<file path="src/crc_checked_frame_receiver_defines.svh">
// Assertion macros for the CRC-checked frame receiver.
// Depends on nothing; the asserting modules must have clk and arst_n in scope.
`ifndef CRC_CHECKED_FRAME_RECEIVER_DEFINES_SVH
`define CRC_CHECKED_FRAME_RECEIVER_DEFINES_SVH

`ifndef ASSERT_OFF
// Check on every clock edge outside reset.
`define CFR_ASSERT(name, prop, msg) \
	name: assert property (@(posedge clk) disable iff (!arst_n) prop) else $error(msg);
// Check on every clock edge, reset included.
`define CFR_ASSERT_ALWAYS(name, prop, msg) \
	name: assert property (@(posedge clk) prop) else $error(msg);
`else
`define CFR_ASSERT(name, prop, msg)
`define CFR_ASSERT_ALWAYS(name, prop, msg)
`endif

`endif

</file>
<file path="src/crc_cfr_pkg.sv">
// Shared types, constants and the CRC-16 byte update for the frame receiver.
// No dependencies.
package crc_cfr_pkg;

	localparam logic [15:0] CRC_INIT = 16'hFFFF;
	localparam logic [15:0] CRC_POLY = 16'h1021;
	localparam logic [8:0]  POS_HDR_LAST = 9'd4;  // last header byte position
	localparam logic [8:0]  POS_PAYLOAD0 = 9'd5;  // position of first payload byte
	localparam logic [8:0]  POS_MAX = 9'd261;     // second CRC byte at full length

	typedef enum logic [1:0] {
		KIND_PAYLOAD = 2'd0,
		KIND_CRC_GOOD = 2'd1,
		KIND_CRC_BAD = 2'd2
	} kind_t;

	typedef struct packed {
		logic [7:0] rx_byte;
		logic       frame_start;
	} item_t;

	typedef struct packed {
		kind_t      kind;
		logic [7:0] payload_byte;
		logic [7:0] payload_index;
		logic [3:0] message_class;
		logic       is_response;
		logic [7:0] message_type;
		logic [7:0] message_id;
		logic [7:0] payload_length;
	} result_t;

	// One byte of CRC-16, polynomial 0x1021, MSB first.
	function automatic logic [15:0] crc16_byte(input logic [15:0] crc, input logic [7:0] b);
		logic [15:0] c;
		c = crc ^ {b, 8'h00};
		for (int k = 0; k < 8; k++) begin
			c = c[15] ? ((c << 1) ^ CRC_POLY) : (c << 1);
		end
		return c;
	endfunction

endpackage

</file>
<file path="src/crc_cfr_parser.sv">
// Frame parser: header capture, payload pass-through and CRC check.
// Depends on crc_cfr_pkg and crc_checked_frame_receiver_defines.svh.
`include "crc_checked_frame_receiver_defines.svh"

module crc_cfr_parser (
	input  logic                clk,
	input  logic                arst_n,
	input  logic                step,
	input  crc_cfr_pkg::item_t  item,
	output logic                emit,
	output crc_cfr_pkg::result_t res
);

	logic        in_frame_q;
	logic [8:0]  pos_q;
	logic [15:0] crc_q;
	logic [3:0]  class_q;
	logic        resp_q;
	logic [7:0]  type_q;
	logic [7:0]  id_q;
	logic [7:0]  len_q;
	logic [7:0]  crc_hi_q;

	logic [8:0]  payload_last;
	logic [8:0]  crc_hi_pos;
	logic [8:0]  pos_next;
	logic [8:0]  index_full;
	logic [15:0] crc_next;
	logic        is_hdr;
	logic        is_payload;
	logic        is_crc_hi;
	logic        is_end;

	assign payload_last = crc_cfr_pkg::POS_HDR_LAST + {1'b0, len_q};
	assign crc_hi_pos   = payload_last + 9'd1;
	assign pos_next     = pos_q + 9'd1;
	assign index_full   = pos_q - crc_cfr_pkg::POS_PAYLOAD0;
	assign crc_next     = crc_cfr_pkg::crc16_byte(crc_q, item.rx_byte);

	always_comb begin
		is_hdr = 1'b0;
		is_payload = 1'b0;
		is_crc_hi = 1'b0;
		is_end = 1'b0;
		if (!item.frame_start && in_frame_q) begin
			if (pos_q <= crc_cfr_pkg::POS_HDR_LAST) begin
				is_hdr = 1'b1;
			end else if (pos_q <= payload_last) begin
				is_payload = 1'b1;
			end else if (pos_q == crc_hi_pos) begin
				is_crc_hi = 1'b1;
			end else begin
				is_end = 1'b1;
			end
		end
	end

	always_comb begin
		emit = is_payload || is_end;
		res.kind = crc_cfr_pkg::KIND_PAYLOAD;
		res.payload_byte = 8'd0;
		res.payload_index = 8'd0;
		if (is_payload) begin
			res.payload_byte = item.rx_byte;
			res.payload_index = index_full[7:0];
		end else if (is_end) begin
			res.kind = ({crc_hi_q, item.rx_byte} == crc_q) ?
				crc_cfr_pkg::KIND_CRC_GOOD : crc_cfr_pkg::KIND_CRC_BAD;
		end
		res.message_class = class_q;
		res.is_response = resp_q;
		res.message_type = type_q;
		res.message_id = id_q;
		res.payload_length = len_q;
	end

	always_ff @(posedge clk or negedge arst_n) begin
		if (!arst_n) begin
			in_frame_q <= 1'b0;
			pos_q <= 9'd0;
			crc_q <= crc_cfr_pkg::CRC_INIT;
			class_q <= 4'd0;
			resp_q <= 1'b0;
			type_q <= 8'd0;
			id_q <= 8'd0;
			len_q <= 8'd0;
			crc_hi_q <= 8'd0;
		end else if (step) begin
			if (item.frame_start) begin
				in_frame_q <= 1'b1;
				pos_q <= 9'd1;
				crc_q <= crc_cfr_pkg::CRC_INIT;
			end else if (is_hdr) begin
				crc_q <= crc_next;
				pos_q <= pos_next;
				case (pos_q[2:0])
					3'd1: begin
						class_q <= item.rx_byte[7:4];
						resp_q <= item.rx_byte[3];
					end
					3'd2: type_q <= item.rx_byte;
					3'd3: id_q <= item.rx_byte;
					default: len_q <= item.rx_byte;
				endcase
			end else if (is_payload) begin
				crc_q <= crc_next;
				pos_q <= pos_next;
			end else if (is_crc_hi) begin
				crc_hi_q <= item.rx_byte;
				pos_q <= pos_next;
			end else if (is_end) begin
				in_frame_q <= 1'b0;
				pos_q <= 9'd0;
			end
		end
	end

	`CFR_ASSERT(a_idle_pos_zero, !in_frame_q |-> pos_q == 9'd0, "position set outside a frame")
	`CFR_ASSERT(a_pos_bound, pos_q <= crc_cfr_pkg::POS_MAX, "position beyond the longest frame")

endmodule

</file>
<file path="src/crc_checked_frame_receiver.sv">
// Path: each byte is registered in the input register; the parser result it gives
// is registered in the result register, from which it transfers on result.
// Throughput: one byte per cycle; the input register feeds the parser and the
// result register in a single pass, so only a stalled result can hold input.
// Bytes that give no result pass even while a result waits on the output.
// Reset (arst_n low, asynchronous) empties both registers and closes any frame.
`include "crc_checked_frame_receiver_defines.svh"

module crc_checked_frame_receiver (
	input  logic                 clk,
	input  logic                 arst_n,
	input  logic                 item_valid,
	output logic                 item_stall,
	input  crc_cfr_pkg::item_t   item,
	output logic                 result_valid,
	input  logic                 result_stall,
	output crc_cfr_pkg::result_t result
);

	// Input register: holds one transferred byte until the parser takes it.
	logic                 valid_s1;
	crc_cfr_pkg::item_t   item_s1;

	// Parser outputs for the byte in the input register.
	logic                 emit;
	crc_cfr_pkg::result_t res;

	// Advance the input register when it holds a byte and that byte either
	// gives no result or the result register is free or draining this cycle.
	logic                 adv;

	assign adv = valid_s1 && (!emit || !result_valid || !result_stall);

	// Stall the input side only while the held byte cannot advance.
	assign item_stall = valid_s1 && !adv;

	always_ff @(posedge clk or negedge arst_n) begin
		if (!arst_n) begin
			valid_s1 <= 1'b0;
		end else if (!item_stall) begin
			valid_s1 <= item_valid;
		end
	end

	// Payload needs no reset; load on every transfer.
	always_ff @(posedge clk) begin
		if (item_valid && !item_stall) begin
			item_s1 <= item;
		end
	end

	crc_cfr_parser u_parser (
		.clk    (clk),
		.arst_n (arst_n),
		.step   (adv),
		.item   (item_s1),
		.emit   (emit),
		.res    (res)
	);

	// Result register: load a new result, drop a taken one, hold a stalled one.
	always_ff @(posedge clk or negedge arst_n) begin
		if (!arst_n) begin
			result_valid <= 1'b0;
		end else if (adv && emit) begin
			result_valid <= 1'b1;
		end else if (!result_stall) begin
			result_valid <= 1'b0;
		end
	end

	always_ff @(posedge clk) begin
		if (adv && emit) begin
			result <= res;
		end
	end

	`CFR_ASSERT(a_stall_needs_held, item_stall |-> valid_s1 && emit && result_valid,
		"input stalled without a blocked result")
	`CFR_ASSERT(a_emit_lands, adv && emit |=> result_valid, "parser result not registered")
	`CFR_ASSERT_ALWAYS(a_reset_empty, !arst_n |=> !valid_s1 && !result_valid,
		"registers not empty after reset")

endmodule
</file>
<file path="config.mk">
export PLATFORM = sky130hd
export DESIGN_NAME = crc_checked_frame_receiver
export DESIGN_NICKNAME = d
export VERILOG_FILES = /design/src/crc_cfr_pkg.sv /design/src/crc_cfr_parser.sv /design/src/crc_checked_frame_receiver.sv
export VERILOG_INCLUDE_DIRS = /design/src /design/src/src
export SDC_FILE = /design/constraint.sdc
export NUM_CORES = 1
export LEC_CHECK = 0
export ABC_AREA = 1
export BUFFER_PORTS_ARGS = -buffer_cell sky130_fd_sc_hd__buf_2
export CAP_MARGIN = 20
export CORE_ASPECT_RATIO = 1.75
export CORE_MARGIN = 2
export CORE_UTILIZATION = 30
export DETAILED_ROUTE_END_ITERATION = 16
export GPL_TIMING_DRIVEN = 0
export PLACE_DENSITY = 0.47
export SLEW_MARGIN = 5
export SYNTH_ARGS = -nofsm -noshare
export SYNTH_HDL_FRONTEND = slang
export SYNTH_SLANG_ARGS = --single-unit
</file>
<file path="constraint.sdc">
create_clock -name clk -period 5 [get_ports clk]
set_clock_uncertainty 0.1 [all_clocks]
set_input_delay 0.75 -clock clk [delete_from_list [all_inputs] [get_ports clk]]
set_output_delay 0.75 -clock clk [all_outputs]
set_load 0.01 [all_outputs]
</file>
Word-level counts from Yosys, hierarchy flattened
Cells that the tools add are included.
{ "totals": {"reg_bits": 121, "latch_bits": 0, "ram_bits": 0, "rom_bits": 0, "in_bits": 13, "output_inout_bits": 49, "wordCells": 114, "mem_count": 0} }
{ "op_classes": {"add_sub_neg": 4, "mul": 0, "n_div": 0, "magnitude_cmp": 2, "eq_ne": 9, "n_shift": 0, "muxes": 37, "bitwise_logic": 14, "reduce_logical": 27} }
{ "op_table": {"columns": ["op", "count"], "rows": [
  ["13-bit 2-to-1 mux", 8],
  ["16-bit 2-to-1 mux", 3],
  ["9-bit 2-to-1 mux", 5],
  ["3-bit inverter", 8],
  ["1-bit 2-to-1 mux", 20],
  ["9-bit by 1-bit adder with 9-bit output, second input constant", 2],
  ["16-bit equality test", 1],
  ["4-bit AND reduction", 4],
  ["16-bit XOR", 1],
  ["5-bit AND reduction", 2],
  ["3-bit by 8-bit adder with 9-bit output, first input constant", 1],
  ["9-bit equality test", 1],
  ["9-bit by 3-bit less-or-equal comparator with 1-bit output, second input constant", 1],
  ["9-bit less-or-equal comparator", 1],
  ["8-bit by 3-bit subtractor with 8-bit output, second input constant", 1],
  ["3-bit by 2-bit equality test with 1-bit output, second input constant", 2],
  ["1-bit logical NOT", 6],
  ["2-bit != test, second input constant", 3],
  ["1-bit logical AND", 5],
  ["1-bit inverter", 5],
  ["5-bit nonzero test", 1],
  ["2-bit AND reduction", 2],
  ["3-bit by 1-bit equality test with 1-bit output, second input constant", 1],
  ["1-bit logical OR", 3],
  ["6 further kinds", 6]
]} }

Depth between registers and ports, before layout
Gate-level depths: netlist of the first run.
{ "depth": {"word_depth": 20, "ltp_mapped": 20, "mapped_depth_nobuf": 19} }

Hierarchy
A second synthesis of the first run with hierarchy kept.
{ "hier_totals": {"hier_cells": 610, "area_unflattened_um2": 5895.7} }
{ "by_module_without_submodules": {"columns": ["module", "n_inst", "cells_per_inst", "area_per_inst_um2"], "rows": [
  ["crc_cfr_parser", 1, 540, 4107.7],
  ["crc_checked_frame_receiver", 1, 70, 1788.0]
]} }

Worst setup path after synthesis of the first run
OpenSTA, ideal clock, no wires.
{ "synth_timing": {"kind": "reg-to-reg", "startpoint": "reg u_parser.len_q[2]", "endpoint": "reg result[0] (netlist bit), enable pin", "setup_ns": 0.401, "arrival_time_ns": 3.392, "path_slack_ns": 1.107, "stages_incl_launch_ff": 17, "n_path_buf": 3, "path_cell_list": "dfrtp_1 buf_2 inv_1 ha_1 ha_1 nand2_1 nor3_1 nor2_1 nor2_1 o22ai_1 nand2_1 nand2_4 a21oi_4 buf_4 buf_4 nand2_1 inv_1"} }
{ "synth_via": {"elab_chain_cells": 13, "elab_cells_between_ends": 17, "cone_classes": "2 x add/sub; 1 x order compare; 1 x eq/ne; 7 x mux; 6 x reduce/logical"} }
{ "synth_rtl": {"columns": ["element", "line_no", "text"], "rows": [
  ["start, declared", "crc_cfr_parser.sv:21", "logic [7:0] len_q;"],
  ["start signal, assigned", "crc_cfr_parser.sv:103", "default: len_q <= item.rx_byte;"],
  ["3-bit by 8-bit adder with 9-bit output (*)", "crc_cfr_parser.sv:34", "assign payload_last = crc_cfr_pkg::POS_HDR_LAST + {1'b0, len_q};"],
  ["9-bit by 1-bit adder with 9-bit output", "crc_cfr_parser.sv:35", "assign crc_hi_pos = payload_last + 9'd1;"],
  ["9-bit equality test", "crc_cfr_parser.sv:50", "end else if (pos_q == crc_hi_pos) begin"],
  ["1-bit 2-to-1 mux", "crc_cfr_parser.sv:50", null],
  ["1-bit 2-to-1 mux", "crc_cfr_parser.sv:48", "end else if (pos_q <= payload_last) begin"],
  ["1-bit 2-to-1 mux", "crc_cfr_parser.sv:46", "if (pos_q <= crc_cfr_pkg::POS_HDR_LAST) begin"],
  ["1-bit 2-to-1 mux", "crc_cfr_parser.sv:45", "if (!item.frame_start && in_frame_q) begin"],
  ["1-bit logical OR (*)", "crc_cfr_parser.sv:59", "emit = is_payload || is_end;"],
  ["1-bit logical NOT", "crc_checked_frame_receiver.sv:32", "assign adv = valid_s1 && (!emit || !result_valid || !result_stall);"],
  ["1-bit logical OR (2 in series)", "crc_checked_frame_receiver.sv:32", null],
  ["1-bit logical AND", "crc_checked_frame_receiver.sv:32", null],
  ["1-bit logical AND (*)", "crc_checked_frame_receiver.sv:73", "if (adv && emit) begin"],
  ["end signal, assigned", "crc_checked_frame_receiver.sv:74", "result <= res;"],
  ["end, declared", "crc_checked_frame_receiver.sv:17", "output crc_cfr_pkg::result_t result"]
]} }
Every way passes the cells marked *; elsewhere a longest branch is shown, timed or not.
A chain may end at the register's enable or synchronous reset.

Final worst setup path of the first run
{ "layout_timing": {"startpoint": "reg u_parser.len_q[2]", "endpoint": "out item_stall"} }
{ "layout_via": {"elab_chain_cells": 14, "elab_cells_between_ends": 18, "cone_classes": "2 x add/sub; 1 x order compare; 1 x eq/ne; 7 x mux; 7 x reduce/logical"} }
{ "layout_rtl": {"columns": ["element", "line_no", "text"], "rows": [
  ["3-bit by 8-bit adder with 9-bit output (*)", "crc_cfr_parser.sv:34", null],
  ["9-bit by 1-bit adder with 9-bit output", "crc_cfr_parser.sv:35", null],
  ["9-bit equality test", "crc_cfr_parser.sv:50", null],
  ["1-bit 2-to-1 mux", "crc_cfr_parser.sv:50", null],
  ["1-bit 2-to-1 mux", "crc_cfr_parser.sv:48", null],
  ["1-bit 2-to-1 mux", "crc_cfr_parser.sv:46", null],
  ["1-bit 2-to-1 mux", "crc_cfr_parser.sv:45", null],
  ["1-bit logical OR (*)", "crc_cfr_parser.sv:59", null],
  ["1-bit logical NOT (*)", "crc_checked_frame_receiver.sv:32", null],
  ["1-bit logical OR (*) (2 in series)", "crc_checked_frame_receiver.sv:32", null],
  ["1-bit logical AND (*)", "crc_checked_frame_receiver.sv:32", null],
  ["1-bit logical NOT (*)", "crc_checked_frame_receiver.sv:35", "assign item_stall = valid_s1 && !adv;"],
  ["1-bit logical AND (*)", "crc_checked_frame_receiver.sv:35", null],
  ["end, declared", "crc_checked_frame_receiver.sv:13", "output logic item_stall,"]
]} }
Marked as above.

==> results of run 1 <==
-- sequential cells by signal (all words and copies together), names as in the netlist, 8 cells and up --
register	count
result	47
u_parser.crc_q	16
item_s1	9
u_parser.pos_q	9
u_parser.crc_hi_q	8
u_parser.id_q	8
u_parser.len_q	8
u_parser.type_q	8
-- metrics by stage --
stage	util [%]	worst slack (ns)	cells
after floorplan	-	1.11	654
after global placement	33.8	0.145	960
after detailed placement	33.9	0.947	961
after CTS	36.8	0.840	993
after global routing	36.8	0.506	993
final	36.8	0.839	993
-- final timing paths --
path | from | cells after the start | to
worst max register to register | u_parser.len_q[2]$_DFFE_PN0P_ | 17 | result[5]$_DFFE_PP_
max in group asynchronous | arst_n | 1 | u_parser.len_q[6]$_DFFE_PN0P_
worst min register to register | u_parser.len_q[4]$_DFFE_PN0P_ | 0 | result[4]$_DFFE_PP_
worst max-delay path | u_parser.len_q[2]$_DFFE_PN0P_ | 14 | item_stall
worst min-delay path | arst_n | 1 | u_parser.crc_hi_q[5]$_DFFE_PN0P_
min in group clk | u_parser.len_q[4]$_DFFE_PN0P_ | 0 | result[4]$_DFFE_PP_
-- metal layers --
metal | GRT usage (%) | up-vias
li1 | - | 2319
met1 | 15.7 | 2244
met2 | 29.8 | 108
met3 | 2.90 | 26
met4 | 7.08 | 0
met5 | 0 | -
-- Yosys cell counts (all sizes together), types with 2 or more instances --
library cell,instances
buf,11
nand2,211
edfxtp,56
inv,45
nand3,52
nor3b,2
nand4,30
nand3b,6
nor2,52
dfrtp,49
ha,18
xor2,20
or2,5
o2111ai,3
a21oi,8
dfstp,16
clkbuf,17
clkinv,2
xnor2,25
o21ai,15
nor3,6
-- kinds of logic after synthesis --
kind of cell / count (synthesis)
buffers and inverters: 75
AO/OA/AOI/OAI: 29
XOR/XNOR: 45
AND/OR/NAND/NOR: 366
adder cells (fa/ha/maj): 18
flip-flops: 121
-- final cells by class --
| type | count | area [sq um] |
|---|---|---|
| timing repair buffer | 62 | 328 |
| inverter | 47 | 176 |
| multi-input combinational | 458 | 2420 |
| clock buffer | 18 | 439 |
| sequential | 121 | 3330 |
| tap | 245 | 307 |
| fill | 2042 | 12500 |
| clock inverter | 14 | 140 |
| buffer | 28 | 134 |
-- power groups by stage --
stage	Clock [mW]	Sequential, mW	Combinational (mW)
global placement	0	1.44	0.943
finish	1.20	1.43	0.957
floorplan	0	1.39	0.758
global route	1.27	1.45	1.09
detailed placement	0	1.45	0.954
CTS	1.22	1.43	0.963
==> reports/results.ini, run 1 <==
[timing]
relSlewSlack_pct = 42.0
period_share_pct = 83.2
setup_tns_ns = 0
finalHoldViolations = 0
maxSlewViolCount = 0
whs_ns = 0.347
setup_violations = 0
min_period_ns = 4.16
tightest_slew_ns = 0.871
rsz0062_at_grt = false
fmax_ghz = 0.240

[yosys]
synth_area_sq_um = 6060
synth_top_family_by_area = simple AND/OR/NAND/NOR gates
synth-edff-count = 56
yosys.area_share.adder_pct = 3.72
synth.area.top_cells = edfxtp_1 (28%), dfrtp_1 (20%), nand2_1 (13%)
yosysTopAreaCellShare_pct = 27.8
synth-compound-area-share_pct = 2.93
synth_mux_area_share_pct = 0
synth-simple-area-share_pct = 26.8
synth_nets = 685
synth_cell_types = 35
ys_seq_area_share_pct = 55.0
ys_seq_elements = 121
yosysWarnings = 0
ys_async_sr_fraction_pct = 53.7
syn_area_per_cell_sq_um = 9.26
synthCells = 654
yosysTopAreaCell = edfxtp_1
ys.flop_type = edfxtp_1
synth_xor_area_share_pct = 6.51

[setup_path]
critPathMaxFanout = 10
max_stage_delay_ns = 0.42
crit_slowest_cell = dfrtp_1
rrSetupSlack_ns = 0.95
crit_arrival_ns = 3.31
required_ns = 4.15
cp_common_cell = nor2_1
crit_path_end_kind = output pin
startpoint_type = flop
path_class = reg -> out
worst-path-buf-inv = 3
path_cells = buf_2, inv_1, ha_1, ha_1, nand2_1, o21ai_0, nor2_1, nor2_1, o22ai_1, nand2_1, nand2_4, nand2_2, nor2_1, buf_2
crit_family = simple AND/OR/NAND/NOR gates

[global_route]
grt_pass1_wl_microns = 25300
grt_max_degree = 66
grtUsageTotal_pct = 15.4
grt_pass1_vias = 4827
grt_antenna_before_repair = 0
overflow = 0

[pwr]
power.share.combinational_pct = 26.7
p_int_mw = 2.35
pwr_density_cell_nw_per_um2 = 493
switchingPower_mw = 1.23
clkPwrFrac_pct = 33.4
ir_worst_vdd_uv = 171
p_leak_nw = 3.24
finalPower_mw = 3.58
switching_share_pct = 34.4
power_frac_seq_pct = 39.9

[worst_hold_path]
min_path_type = in -> async

[floorplanning]
die_area_sq_um = 21400
coreArea_sq_um = 19700
rows = 68
die_h_microns = 192
initial_utilization_pct = 30.7
ioPinCount = 62
die_w_microns = 111

[cts]
hold_buffers = 0
clk_path_buf_depth = 2
htreeDepth = 4
cts_sinks = 121
worst_skew_pair.late_latency_ns = 0.42
cts.clk_slew.worst_paths_ns = 0.06
root_buffer = clkbuf_16
numCtsBuffers = 17
post_cts_resized = 0
cts_tree = yes
post_cts_buffers = 0

[layout]
n_antenna_cell = 0
layout_common_cells = nand2_1 (202), buf_2 (65), edfxtp_1 (56)
layout-drive-gt1-share_pct = 19.5
layout_commonest_cell = nand2_1
final_area_sq_um = 7270
area_delta_synth_final_pct = 20.0
final_nets = 766

[detailed_routing]
drcViolationCount = 0
met1_length_microns = 6020
wire_per_inst_microns = 16.0
dr_wl_met2_microns = 8970
met3WireLength_microns = 500
drt-total-wl_microns = 15900
first_pass_iters = 5
postRouteAntennaNets = 0
vias = 4697
vias_per_cell = 4.73
routed.top_layer = met4
drt_iter0_markers = 235

[flow_run]
maxCapViolations = 0

[placement]
numPortBuffers = 61
place_area_sq_um = 6690
hpwl_microns = 11800
routabilityCongestion = 0.841

[status]
outcome = complete, no violations

No activity file was read; power rests on OpenSTA's default activity.
==> inputs of run 2 (changes only) <==
==> constraint.sdc (replaced) <==
create_clock -name clk -period 4.1 [get_ports clk]
set_clock_uncertainty 0.1 [all_clocks]
set_input_delay 0.615 -clock clk [delete_from_list [all_inputs] [get_ports clk]]
set_output_delay 0.615 -clock clk [all_outputs]
set_load 0.01 [all_outputs]
==> run 2 against run 1 <==
  * Sequential power rose by 22%
  * Setup slack got worse by 0.56 ns
  * Critical path depth rose by 1
  * Combinational power rose by 22%
  * Wire length barely moved
  * Flip-flop and latch count did not move
  * Total power rose by 22%
  * Worst hold slack got worse by 0.14 ns
  * Cell area rose by 0.26%
  * Register-to-register slack got worse by 0.60 ns
  * Critical path type unchanged
  * Critical endpoint unchanged
  * Largest cell class unchanged
  * Highest routed layer unchanged
==> reports/results.ini, run 2 (synthesis results as in run 1) <==
[setup_path]
crit_slowest_cell = dfrtp_2  ; was dfrtp_1
crit_start = u_parser.len_q[2]$_DFFE_PN0P_  ; unchanged
path_class = reg -> out  ; unchanged
crit_end = item_stall  ; unchanged
crit_family = simple AND/OR/NAND/NOR gates  ; unchanged
cp_common_cell = nor2_1  ; unchanged
rrSetupSlack_ns = 0.35  ; was 0.95 ns
crit_arrival_ns = 3.10  ; was 3.31 ns
regToRegStartpoint = u_parser.len_q[2]$_DFFE_PN0P_  ; unchanged
required_ns = 3.38  ; was 4.15 ns
r2r-end = result[5]$_DFFE_PP_  ; unchanged
critPathMaxFanout = 10  ; unchanged
startpoint_type = flop  ; unchanged
worstRegToRegCells = 18  ; was 17
path_cells = clkbuf_4, inv_1, ha_1, ha_1, nand2_1, nor3_1, nor2_1, nor2_1, o22ai_2, nor2_1, nand2_2, nand2_4, nand2_2, nor2_1, buf_2  ; was buf_2, inv_1, ha_1, ha_1, nand2_1, o21ai_0, nor2_1, nor2_1, o22ai_1, nand2_1, nand2_4, nand2_2, nor2_1, buf_2
critical_path_depth = 15  ; was 14
worst-path-buf-inv = 3  ; unchanged
crit_path_end_kind = output pin  ; unchanged
max_stage_delay_ns = 0.40  ; was 0.42 ns

[detailed_routing]
vias_per_cell = 4.74  ; was 4.73
drcViolationCount = 0  ; unchanged
vias = 4702  ; was 4697
wire_per_inst_microns = 16.0  ; about the same
met3WireLength_microns = 606  ; was 500 microns
met1_length_microns = 5970  ; was 6020 microns
first_pass_iters = 5  ; unchanged
drt-total-wl_microns = 15900  ; about the same
routed.top_layer = met4  ; unchanged
drt_iter0_markers = 242  ; was 235
dr_wl_met2_microns = 8910  ; was 8970 microns
postRouteAntennaNets = 0  ; unchanged

[cts]
htreeDepth = 4  ; unchanged
worst_skew_pair.late_latency_ns = 0.42  ; about the same
cts_tree = yes  ; unchanged
cts_sinks = 121  ; unchanged
hold_buffers = 0  ; unchanged
numCtsBuffers = 17  ; unchanged
root_buffer = clkbuf_16  ; unchanged
cts.clk_slew.worst_paths_ns = 0.06  ; about the same
clk_path_buf_depth = 2  ; unchanged
post_cts_buffers = 0  ; unchanged

[global_route]
grt_pass1_wl_microns = 25300  ; unchanged
grt_max_degree = 66  ; unchanged
grt_pass1_vias = 4827  ; unchanged
overflow = 0  ; unchanged
grt_antenna_before_repair = 0  ; unchanged
grtUsageTotal_pct = 15.4  ; unchanged

[layout]
nFillCells = 2039  ; was 2042
layout_commonest_cell = nand2_1  ; unchanged
regMostFlops = result  ; unchanged
layout-drive-gt1-share_pct = 20.2  ; was 19.5%
final_area_sq_um = 7290  ; was 7270 sq um
instances_no_fill = 993  ; unchanged
n_antenna_cell = 0  ; unchanged
final_nets = 766  ; unchanged
layout_common_cells = nand2_1 (201), buf_2 (64), edfxtp_1 (56)  ; was nand2_1 (202), buf_2 (65), edfxtp_1 (56)
top_regs = result x47, u_parser.crc_q x16  ; unchanged
area_delta_synth_final_pct = 20.4  ; was 20.0%
largest_reg_flops = 47  ; unchanged

[flow_run]
maxCapViolations = 0  ; unchanged

[status]
outcome = complete, no violations  ; unchanged

[timing]
maxSlewViolCount = 0  ; unchanged
min_period_ns = 3.82
relSlewSlack_pct = 42.1  ; was 42.0%
rsz0062_at_grt = false  ; unchanged
setup_violations = 0  ; unchanged
tightest_slew_ns = 0.868  ; was 0.871 ns
fmax_ghz = 0.262
period_share_pct = 93.1
finalHoldViolations = 0  ; unchanged

[floorplanning]
rows = 68  ; unchanged
die_h_microns = 192  ; unchanged
die_area_sq_um = 21400  ; unchanged
initial_utilization_pct = 30.7  ; unchanged
die_w_microns = 111  ; unchanged
coreArea_sq_um = 19700  ; unchanged
ioPinCount = 62  ; unchanged

[pwr]
power_frac_seq_pct = 39.9  ; about the same
clkPwrFrac_pct = 33.3  ; was 33.4%
switching_share_pct = 34.4  ; about the same
power.share.combinational_pct = 26.8  ; was 26.7%
p_leak_nw = 3.24  ; about the same
pwr_density_cell_nw_per_um2 = 600  ; was 493 nW/um^2
p_int_mw = 2.87  ; was 2.35 mW
ir_worst_vdd_uv = 223  ; was 171 uV
finalPower_mw = 4.37  ; was 3.58 mW
switchingPower_mw = 1.50  ; was 1.23 mW

[worst_hold_path]
min_path_type = in -> async  ; unchanged

[placement]
dpl.cell_count = 961  ; unchanged
hpwl_microns = 11800  ; unchanged
place_area_sq_um = 6690  ; unchanged
numPortBuffers = 61  ; unchanged
routabilityCongestion = 0.841  ; unchanged

## run 2: per-layer routing
metal  global-route usage (%)  vias up
met1                     15.7     2241
met4                     7.08        0
met3                     2.90       28
met2                     29.8      113
met5                        0        -
li1                         -     2320
## run 2: metrics by stage
stage	setup TNS (ns)	setup WS [ns]	hold WS, ns	utilization [%]
after global routing	0	0.00121	0.248	36.9
after CTS	0	0.0367	0.241	36.8
after global placement	-35.35	-0.755	0.334	33.8
after detailed placement	0	0.0467	0.340	33.9
after floorplan	0	0.207	0.219	-
final	0	0.284	0.210	36.9
## run 2: worst min path at each step
stage | from | endpoint | slack (ns)
final | arst_n | u_parser.crc_hi_q[5]$_DFFE_PN0P_ | 0.21
after global routing | item[6] | item_s1[6]$_DFFE_PP_ | 0.25
after CTS | arst_n | u_parser.crc_hi_q[6]$_DFFE_PN0P_ | 0.24
after detailed placement | u_parser.id_q[1]$_DFFE_PN0P_ | result[9]$_DFFE_PP_ | 0.34
after global placement | u_parser.id_q[1]$_DFFE_PN0P_ | result[9]$_DFFE_PP_ | 0.33
after floorplan | arst_n | result_valid$_DFFE_PN0P_ | 0.22
## run 2: power groups by stage
stage	Combinational, mW	Clock (mW)	Sequential [mW]
6_report	1.17	1.46	1.74
5_1_grt	1.34	1.55	1.78
4_1_cts	1.17	1.49	1.74
3_5_place_dp	1.16	0	1.77
3_3_place_gp	1.15	0	1.76
2_1_floorplan	0.925	0	1.69
## run 2: repair_timing
action,CTS,global route
hold endpoints to repair,0,0
endpoints found under the setup margin,0,48
resized for setup,0,8
## run 2: worst reg2reg max path: stages, from the launching register on
cell      delay [ns]
dfrtp_2         0.40
clkbuf_4        0.19
inv_1           0.08
ha_1            0.35
ha_1            0.28
nand2_1         0.10
o21ai_0         0.10
nor2_1          0.13
nor2_1          0.07
o22ai_2         0.16
nor2_1          0.10
nand2_2         0.14
nand2_4         0.09
a21oi_4         0.15
buf_4           0.20
buf_4           0.19
nand2_1         0.11
inv_4           0.26
buf_12          0.24
## run 2: final cells by class
cell class / instances / area [sq um] / area share, %
multi-input cells: 458 / 2430 / 33.3
clock inverters: 14 / 140 / 1.92
plain buffers: 28 / 136 / 1.87
well taps: 245 / 307 / 4.21
flip-flops and latches: 121 / 3330 / 45.7
inverters: 47 / 179 / 2.45
clock buffers: 18 / 439 / 6.03
repair buffers: 62 / 328 / 4.50
